### src/rtl/wspt_pkg.sv
package wspt_pkg;

    // Q16.16 constants
    localparam logic [16:0] ONE_Q16       = 17'd65536;
    localparam logic [13:0] C_POINT_TWO   = 14'd13107;
    localparam logic [15:0] C_POINT_EIGHT = 16'd52429;
    localparam logic [10:0] C_INT_LIMIT   = 11'd1638;
    localparam logic [12:0] C_POINT_ONE   = 13'd6554;

    // item modes
    localparam logic MODE_TELEMETRY = 1'b0;
    localparam logic MODE_COMMAND   = 1'b1;

    // shared divider geometry: quotient is known to fit in DIV_Q_W bits
    localparam int DIV_NUM_W = 50;
    localparam int DIV_DEN_W = 47;
    localparam int DIV_Q_W   = 34;

    // configuration register indexes
    localparam int CFG_IDX_W = 3;
    localparam logic [CFG_IDX_W-1:0] REG_KI_DT      = 3'd0;
    localparam logic [CFG_IDX_W-1:0] REG_INV_RATED  = 3'd1;
    localparam logic [CFG_IDX_W-1:0] REG_NOMINAL_V  = 3'd2;
    localparam logic [CFG_IDX_W-1:0] REG_INT_FLOOR  = 3'd3;
    localparam logic [CFG_IDX_W-1:0] REG_STEP_LIMIT = 3'd4;
    localparam logic [CFG_IDX_W-1:0] REG_INV_ERPM   = 3'd5;

    typedef enum logic [3:0] {
        ST_IDLE,
        ST_T_WS,
        ST_T_SQ,
        ST_T_DST,
        ST_T_DWAIT,
        ST_T_MIX,
        ST_C_ERR,
        ST_C_INT,
        ST_C_SUM,
        ST_C_WAIT,
        ST_C_DUTY,
        ST_C_OUT
    } state_t;

    typedef struct packed {
        logic capture;
        logic tel_ws;
        logic tel_sq;
        logic tel_div;
        logic tel_mix;
        logic cmd_err;
        logic cmd_int;
        logic cmd_sum;
        logic cmd_duty;
        logic cmd_out;
    } dp_cmd_t;

    typedef struct packed {
        logic div_busy;
        logic out_full;
    } dp_stat_t;

endpackage

### src/rtl/wspt_ctrl.sv
module wspt_ctrl
    import wspt_pkg::*;
(
    input  logic     clk,
    input  logic     rst_n,
    input  logic     in_valid,
    input  logic     mode,
    input  dp_stat_t stat,
    output logic     in_stall,
    output dp_cmd_t  cmd
);

    state_t state_reg;
    state_t state_next;

    // state register
    always_ff @(posedge clk or negedge rst_n)
    begin
        if (!rst_n)
        begin
            state_reg <= ST_IDLE;
        end
        else
        begin
            state_reg <= state_next;
        end
    end

    // sequencing of datapath steps
    always_comb
    begin
        state_next = state_reg;
        cmd        = '0;
        in_stall   = (state_reg != ST_IDLE);
        case (state_reg)
            ST_IDLE:
            begin
                if (in_valid)
                begin
                    cmd.capture = 1'b1;
                    state_next  = (mode == MODE_COMMAND) ? ST_C_ERR : ST_T_WS;
                end
            end
            ST_T_WS:
            begin
                cmd.tel_ws = 1'b1;
                state_next = ST_T_SQ;
            end
            ST_T_SQ:
            begin
                cmd.tel_sq = 1'b1;
                state_next = ST_T_DST;
            end
            ST_T_DST:
            begin
                cmd.tel_div = 1'b1;
                state_next  = ST_T_DWAIT;
            end
            ST_T_DWAIT:
            begin
                if (!stat.div_busy)
                begin
                    state_next = ST_T_MIX;
                end
            end
            ST_T_MIX:
            begin
                cmd.tel_mix = 1'b1;
                state_next  = ST_IDLE;
            end
            ST_C_ERR:
            begin
                cmd.cmd_err = 1'b1;
                state_next  = ST_C_INT;
            end
            ST_C_INT:
            begin
                cmd.cmd_int = 1'b1;
                state_next  = ST_C_SUM;
            end
            ST_C_SUM:
            begin
                cmd.cmd_sum = 1'b1;
                state_next  = ST_C_WAIT;
            end
            ST_C_WAIT:
            begin
                if (!stat.div_busy)
                begin
                    state_next = ST_C_DUTY;
                end
            end
            ST_C_DUTY:
            begin
                cmd.cmd_duty = 1'b1;
                state_next   = ST_C_OUT;
            end
            ST_C_OUT:
            begin
                if (!stat.out_full)
                begin
                    cmd.cmd_out = 1'b1;
                    state_next  = ST_IDLE;
                end
            end
            default:
            begin
                state_next = ST_IDLE;
            end
        endcase
    end

    a_div_wait: assert property (@(posedge clk) disable iff (!rst_n)
        (state_reg == ST_C_WAIT && stat.div_busy) |=> (state_reg == ST_C_WAIT))
        else $error("left divider wait while divider busy");

    a_out_free: assert property (@(posedge clk) disable iff (!rst_n)
        cmd.cmd_out |-> !stat.out_full)
        else $error("result written over an unaccepted item");

    a_capture_accept: assert property (@(posedge clk) disable iff (!rst_n)
        cmd.capture |-> (in_valid && !in_stall))
        else $error("item captured without an accept");

endmodule

### config.mk
export PLATFORM = sky130hd
export DESIGN_NAME = wspt_ctrl
export DESIGN_NICKNAME = d
export VERILOG_FILES = /design/src/rtl/wspt_pkg.sv /design/src/rtl/wspt_ctrl.sv
export SDC_FILE = /design/constraint.sdc
export NUM_CORES = 1
export LEC_CHECK = 0
export BUFFER_PORTS_ARGS = -buffer_cell sky130_fd_sc_hd__buf_2
export CELL_PAD_IN_SITES_DETAIL_PLACEMENT = 1
export CELL_PAD_IN_SITES_GLOBAL_PLACEMENT = 2
export CORE_MARGIN = 1
export CORE_UTILIZATION = 19
export CTS_CLUSTER_SIZE = 25
export DETAILED_ROUTE_END_ITERATION = 6
export GPL_TIMING_DRIVEN = 0
export PLACE_DENSITY = 0.76
export SYNTH_ARGS = -nofsm -noshare
export SYNTH_HDL_FRONTEND = slang
export SYNTH_SLANG_ARGS = --single-unit
### constraint.sdc
create_clock -name clk -period 1.75 [get_ports clk]
set_clock_uncertainty 0.2 [all_clocks]
set_input_delay 0.175 -clock clk [delete_from_list [all_inputs] [get_ports clk]]
set_output_delay 0.175 -clock clk [all_outputs]
set_load 0.02 [all_outputs]
Word level (Yosys, flattened, before mapping)
Index checks and enable logic that the tools add are counted.
{"block": "word_totals", "ff_bits": 4, "elab_cells": 37, "output_inout_bits": 11, "in_bits": 6}
{"block": "op_classes", "n_reduce_logical": 3, "n_eq_ne": 15, "muxes": 18}
{"operator": "$pmux 4 s11", "count": 1}
{"operator": "$eq 4x3->1 const B", "count": 4}
{"operator": "$eq 4x4->1 const B", "count": 4}
{"operator": "$mux 4", "count": 4}
{"operator": "$mux 1", "count": 12}
{"operator": "$eq 4x2->1 const B", "count": 2}
{"operator": "$ne 2x2->1 const B", "count": 4}
{"operator": "$eq 4x1->1 const B", "count": 1}
{"operator": "$logic_not 4->1", "count": 1}
{"operator": "$reduce_and 4->1", "count": 1}
{"operator": "$reduce_bool 4->1", "count": 1}
{"operator": "$mux 3", "count": 1}

Longest topological paths before layout
Gate-level depths: netlist of run 1.
{"block": "logic_depth", "depth_word": 3, "ltp_mapped": 5, "ltp_nobuf": 4}

Worst setup path before layout of run 1
No wires, ideal clock.
{"block": "synth_timing", "path_kind": "flip-flop to output port", "from": "register state_reg[0]", "to": "output port cmd[0] (netlist bit)", "arrival_ns": 1.345, "path_buffers": 1, "slack_ns": 0.030, "path_stages_with_launch": 4, "required_ns": 1.375, "cell_sequence": "dfrtp_1 > clkbuf_1 > nand2_1 > nor3_1"}
{"element": "start, declared", "line_no": "wspt_ctrl.sv:13", "source": "state_t state_reg;"}
{"element": "start signal, assigned", "line_no": "wspt_ctrl.sv:25", "source": "state_reg <= state_next;"}
{"element": "end, declared", "line_no": "wspt_ctrl.sv:10", "source": "output dp_cmd_t cmd"}

Worst setup path after layout of run 1
{"block": "layout_timing", "from": "register state_reg[0]", "to": "register state_reg[0]"}
{"block": "layout_via", "elab_chain_len": 3, "word_cells_on_any_way": 17, "classes_between": "14 x eq/ne; 1 x mux; 2 x reduce/logical"}
{"element": "$eq 4x3->1, or another cell as far along", "line_no": "wspt_ctrl.sv:35", "source": "case (state_reg)"}
{"element": "$ne 2x2->1 (no line)"}
{"element": "$reduce_and 4->1 (no line)"}
Parallel ways exist; a longest one is shown, timed or not.
A chain may end at the register's enable or synchronous reset.

==> results of run 1 <==
[synthesized netlist by cell type, drive strengths merged (2+ instances only)]
cell / number / area [um^2]
a21oi: 3 / 18.8
nor2: 9 / 33.8
nand2: 6 / 22.5
nor3: 6 / 30.0
clkbuf: 4 / 15.0
dfrtp: 4 / 100
o22ai: 3 / 18.8
nand2b: 3 / 18.8
inv: 2 / 7.51
[critical path, delay by kind of cell, from the launching register on]
kind,cells,cell delay [ns]
simple gates,1,0.52
flops,1,0.40
mux,1,0.32
compound gates,2,0.21
[final timing paths]
path	cells past startpoint	end	startpoint	slack [ns]
min in group asynchronous	2	state_reg[2]	rst_n	0.06
worst min register to register	2	state_reg[0]	state_reg[0]	0.56
worst max-delay path	4	state_reg[0]	state_reg[0]	-0.01
max in group asynchronous	2	state_reg[0]	rst_n	1.17
worst min-delay path	2	state_reg[1]	stat[0]	0.03
worst max register to register	4	state_reg[0]	state_reg[0]	-0.01
[layout make-up]
class | count | area (um^2)
clock buffer | 3 | 22.5
sequential | 4 | 100
fill | 228 | 1150
inverter | 2 | 7.51
tap | 25 | 31.3
multi-input combinational | 40 | 254
buffer | 4 | 36.3
timing repair buffer | 21 | 128
[power groups by stage]
stage          registers, uW  clock network [uW]  logic, uW
5_1_grt                  169                 136        858
3_3_place_gp             167                   0        617
4_1_cts                  161                 128        727
2_1_floorplan            161                   0        467
6_report                 163                 121        777
3_5_place_dp             170                   0        624
[metal layers]
metal / part of all wire [%] / GRT usage (%) / vias up
li1: - / - / 228
met1: 47 / 20.2 / 200
met2: 48 / 20.0 / 13
met3: 3.1 / 1.20 / 2
met4: 2.4 / 10.9 / 0
met5: 0 / 0 / -
[cells by family after synthesis]
kind of cell	share of synthesized area (%)
buffers and inverters	6.43
multiplexers	4.28
AO/OA/AOI/OAI	22.1
flip-flops	28.6
AND/OR/NAND/NOR	38.6
[through the flow]
| step | hold slack [ns] | worst slack, ns | cell area [um^2] | TNS [ns] |
|---|---|---|---|---|
| finish | 0.0251 | -0.0150 | 579 | -0.0150 |
| global route | 0.0310 | -0.0524 | 579 | -0.0749 |
| CTS | 0.0117 | -0.0159 | 552 | -0.0159 |
| detailed placement | -0.215 | -0.0808 | 462 | -0.105 |
| global placement | -0.217 | -0.0545 | 462 | -0.0746 |
| floorplan | -0.321 | 0.0304 | 350 | 0 |
[what timing repair did]
| item | in CTS | in global routing |
|---|---|---|
| hold endpoints to repair | 5 | 0 |
| pin swaps | 0 | 1 |
| setup buffers | 2 | 1 |
| endpoints found under the setup margin | 11 | 12 |
| hold buffers | 2 | 0 |
| gates resized for setup | 12 | 11 |
==> metrics.yaml, run 1 <==
run_status:
  outcome: "complete, but fails checks"
  failed_checks: "negative setup slack"
synth:
  synth.avg_cell_area_um2: 7.01
  synth-edff-count: 0
  synth_area_um2: 350
  synth-seq-cells: 4
  synth_cell_type_count: 20
  synthArstFlopShare_pct: 100
  ys_seq_area_share_pct: 28.6
  synth_warnings: 0
  syn_nets: 56
  syn_inst: 50
  synthFlopType: "dfrtp_1"
clocking:
  insertion_delay_ns: 0.25
  clockBufferDepth: 2
  path_clk_slew_ns: 0.04
  numClockSinks: 4
  numCtsBuffers: 3
  h-tree-depth: 1
  cts_tree: "built"
  cts_root_buf: "clkbuf_4"
routing:
  drtIter0Drc: 3
  drc: 0
  drt_first_pass_iters: 3
  wire_per_inst_um: 12.0
  vias: 443
  ant_nets: 0
  wl_mm: 1.19
  via_per_inst: 4.47
floorplan:
  coreArea_um2: 1730
  io_pins: 17
  initial_utilization_pct: 20.3
  rows: 15
  die_h_um: 44.9
  die-area_um2: 2020
  die_w_um: 44.9
power_and_ir_drop:
  p_sw_share_pct: 47.9
  seq_power_share_pct: 15.4
  p_sw_uw: 508
  finalPower_uw: 1060
  p_clk_share_pct: 11.4
  p_comb_share_pct: 73.2
  p_per_area_nw_per_um2: 1830
  ir_worst_vdd_mv: 0.470
  power.internal_uw: 553
  leakage_uw: 0.000278
placed_design:
  gp_congestion: 0.730
  dp_cells: 91
  hpwl_um: 837
  port_buffers: 16
grt:
  grt_overflow: 0
  grt_pass1_wl_mm: 2.01
  grt_pass1_vias: 413
  grt_max_degree: 11
  antenna_found_initial: 0
  track_usage_pct: 14.3
worst_setup_path:
  required_ns: 1.67
  cp-start-kind: "flop"
  critPathMaxStageDelay_ns: 0.52
  endpoint_kind: "flop"
  critPathMaxFanout: 4
  path_cells: "or4_4, a21oi_2, a31oi_2, mux2_4"
  cp_slowest_cell: "or4_4"
  crit_type: "reg2reg"
  arrival_ns: 1.69
final_layout:
  largest_reg_flops: 4
  final_cells: 99
  diodes: 0
  syn_to_final_growth_pct: 65.4
  layout_common_cells: "buf_2, nor2_1, buf_4"
  final_common_cell: "buf_2"
  fin_util_pct: 33.6
  nets: 82
  drive_gt1_share_pct: 50.0
timing:
  finalHoldViolCount: 0
  fin_crit_ns: 1.76
  max_slew.worst_pin.slew_ns: 0.277
  relSlewSlack_pct: 81.4
  worst_slack_ns: -0.0150
  rsz0062_at_grt: "yes"
  finalCritPeriodShare_pct: 101
  finalSetupViolations: 1
  slew_viol_final: 0
  clock.fmax_ghz: 0.567
job:
  cap_violations: 0
hold_path:
  hold_class: "in2reg"
No activity file was read; power rests on OpenSTA's default activity.
==> inputs of run 2 (changes only) <==
--- a/constraint.sdc
+++ b/constraint.sdc
@@ -4,2 +4,2 @@
 set_output_delay 0.175 -clock clk [all_outputs]
-set_load 0.02 [all_outputs]
+set_load 0.1 [all_outputs]
==> run 2 against run 1 <==
Effect of this change:
- the run still ends with negative setup slack left
- via count increased by 16%
- maximum frequency decreased by 0.65%
- worst hold slack improved by 0.053 ns
- critical path depth unchanged
- core utilization increased by 19 points
- sequential share of layout area decreased by 6.3 points
- clock-buffer cell count unchanged
==> metrics.yaml, run 2 (synthesized netlist as in run 1, its figures left out) <==
run_status:
  outcome: "complete, but fails checks"
  failed_checks: "negative setup slack"
timing:
  finalCritPeriodShare_pct: 102
  clock.fmax_ghz: 0.563
  worst_slack_ns: -0.0265
  slew_viol_final: 0
  finalHoldViolCount: 0
  relSlewSlack_pct: 80.1
  fin_tns_setup_ns: -0.0382
  fin_crit_ns: 1.78
  rsz0062_at_grt: "yes"
  max_slew.worst_pin.slew_ns: 0.301
  holdWs_ns: 0.0786
  finalSetupViolations: 2
placed_design:
  hpwl_um: 859
  port_buffers: 16
  pre_cts_ws_ns: -0.241
  gp_congestion: 0.697
routing:
  drc: 0
  via_per_inst: 5.02
  ant_nets: 0
  route.met3.wl_um: 54
  wire_per_inst_um: 16.6
  wl_met2_um: 976
  highest_layer: "met4"
  wl_met1_um: 597
  vias: 512
  drtIter0Drc: 6
  wl_mm: 1.70
  drt_first_pass_iters: 4
worst_setup_path:
  endpoint_kind: "flop"
  arrival_ns: 1.69
  crit_type: "reg2reg"
  cp-start-kind: "flop"
  required_ns: 1.66
  critPathMaxFanout: 3
floorplan:
  die_h_um: 44.9
  die_w_um: 44.9
  coreArea_um2: 1730
  initial_utilization_pct: 20.3
  die-area_um2: 2020
  rows: 15
  io_pins: 17
grt:
  grt_overflow: 0
  grt_pass1_wl_mm: 2.39
  grt_max_degree: 11
  track_usage_pct: 17.5
  grt_pass1_vias: 545
  antenna_found_initial: 0
clocking:
  cts_tree: "built"
  insertion_delay_ns: 0.23
  clockBufferDepth: 2
  cts_root_buf: "clkbuf_4"
  h-tree-depth: 1
  numCtsBuffers: 3
  path_clk_slew_ns: 0.04
  numClockSinks: 4
final_layout:
  seq_area_um2: 100
  final_common_cell: "buf_12"
  largest_reg_flops: 4
  layout_common_cells: "buf_12, buf_4, nor3_4, buf_2"
  nFillCells: 198
  syn_to_final_growth_pct: 161
  diodes: 0
  multi_input_area_um2: 390
  drive_gt1_share_pct: 68.8
  nets: 85
hold_path:
  hold_class: "in2async"
job:
  cap_violations: 0
run 2: path summary, 6_finish.rpt:
| check | start | end | slack, ns | depth (start not counted) |
|---|---|---|---|---|
| max | state_reg[0] | state_reg[0] | -0.03 | 4 |
| min | rst_n | state_reg[2] | 0.08 | 2 |
| max in group asynchronous | rst_n | state_reg[3] | 1.15 | 2 |
| min in group clk | stat[0] | state_reg[1] | 0.11 | 2 |
| max reg2reg | state_reg[0] | state_reg[0] | -0.03 | 4 |
| min reg2reg | state_reg[1] | state_reg[3] | 0.64 | 3 |
run 2: through the flow:
step / instance area, um^2 / util (%) / instances
2_1_floorplan: 510 / - / 50
3_5_place_dp: 622 / 36.0 / 91
4_1_cts: 865 / 50.1 / 102
3_3_place_gp: 622 / 36.0 / 91
6_report: 915 / 53.0 / 102
5_1_grt: 915 / 53.0 / 102
run 2: final cells by class:
type	count	area share [%]
inverters	2	1.09
well taps	25	3.42
multi-input cells	40	42.7
flip-flops and latches	4	10.9
clock buffers	3	2.46
plain buffers	4	5.47
repair buffers	24	33.9
run 2: layer usage:
metal | GRT usage (%) | vias up
li1 | - | 233
met1 | 17.0 | 252
met2 | 32.5 | 19
met3 | 4.00 | 8
met4 | 11.5 | 0
met5 | 0 | -
run 2: critical path: stages (launching register included):
cell     delay (ns)
dfrtp_1        0.39
or4_4          0.53
a21oi_4        0.16
a31oi_4        0.06
mux2_4         0.31
run 2: repair_timing:
item / CTS / global route
endpoints found under the hold margin: 5 / 0
hold buffers: 2 / 0
resized for setup: 40 / 13
setup buffers: 6 / 0
pin swaps: 2 / 2
setup endpoints to repair: 13 / 13
gates cloned: 0 / 0
Power of run 2 is left out: the tool's default activity adds up to more than one toggle a clock period on the data nets, which glitch-free logic cannot reach.
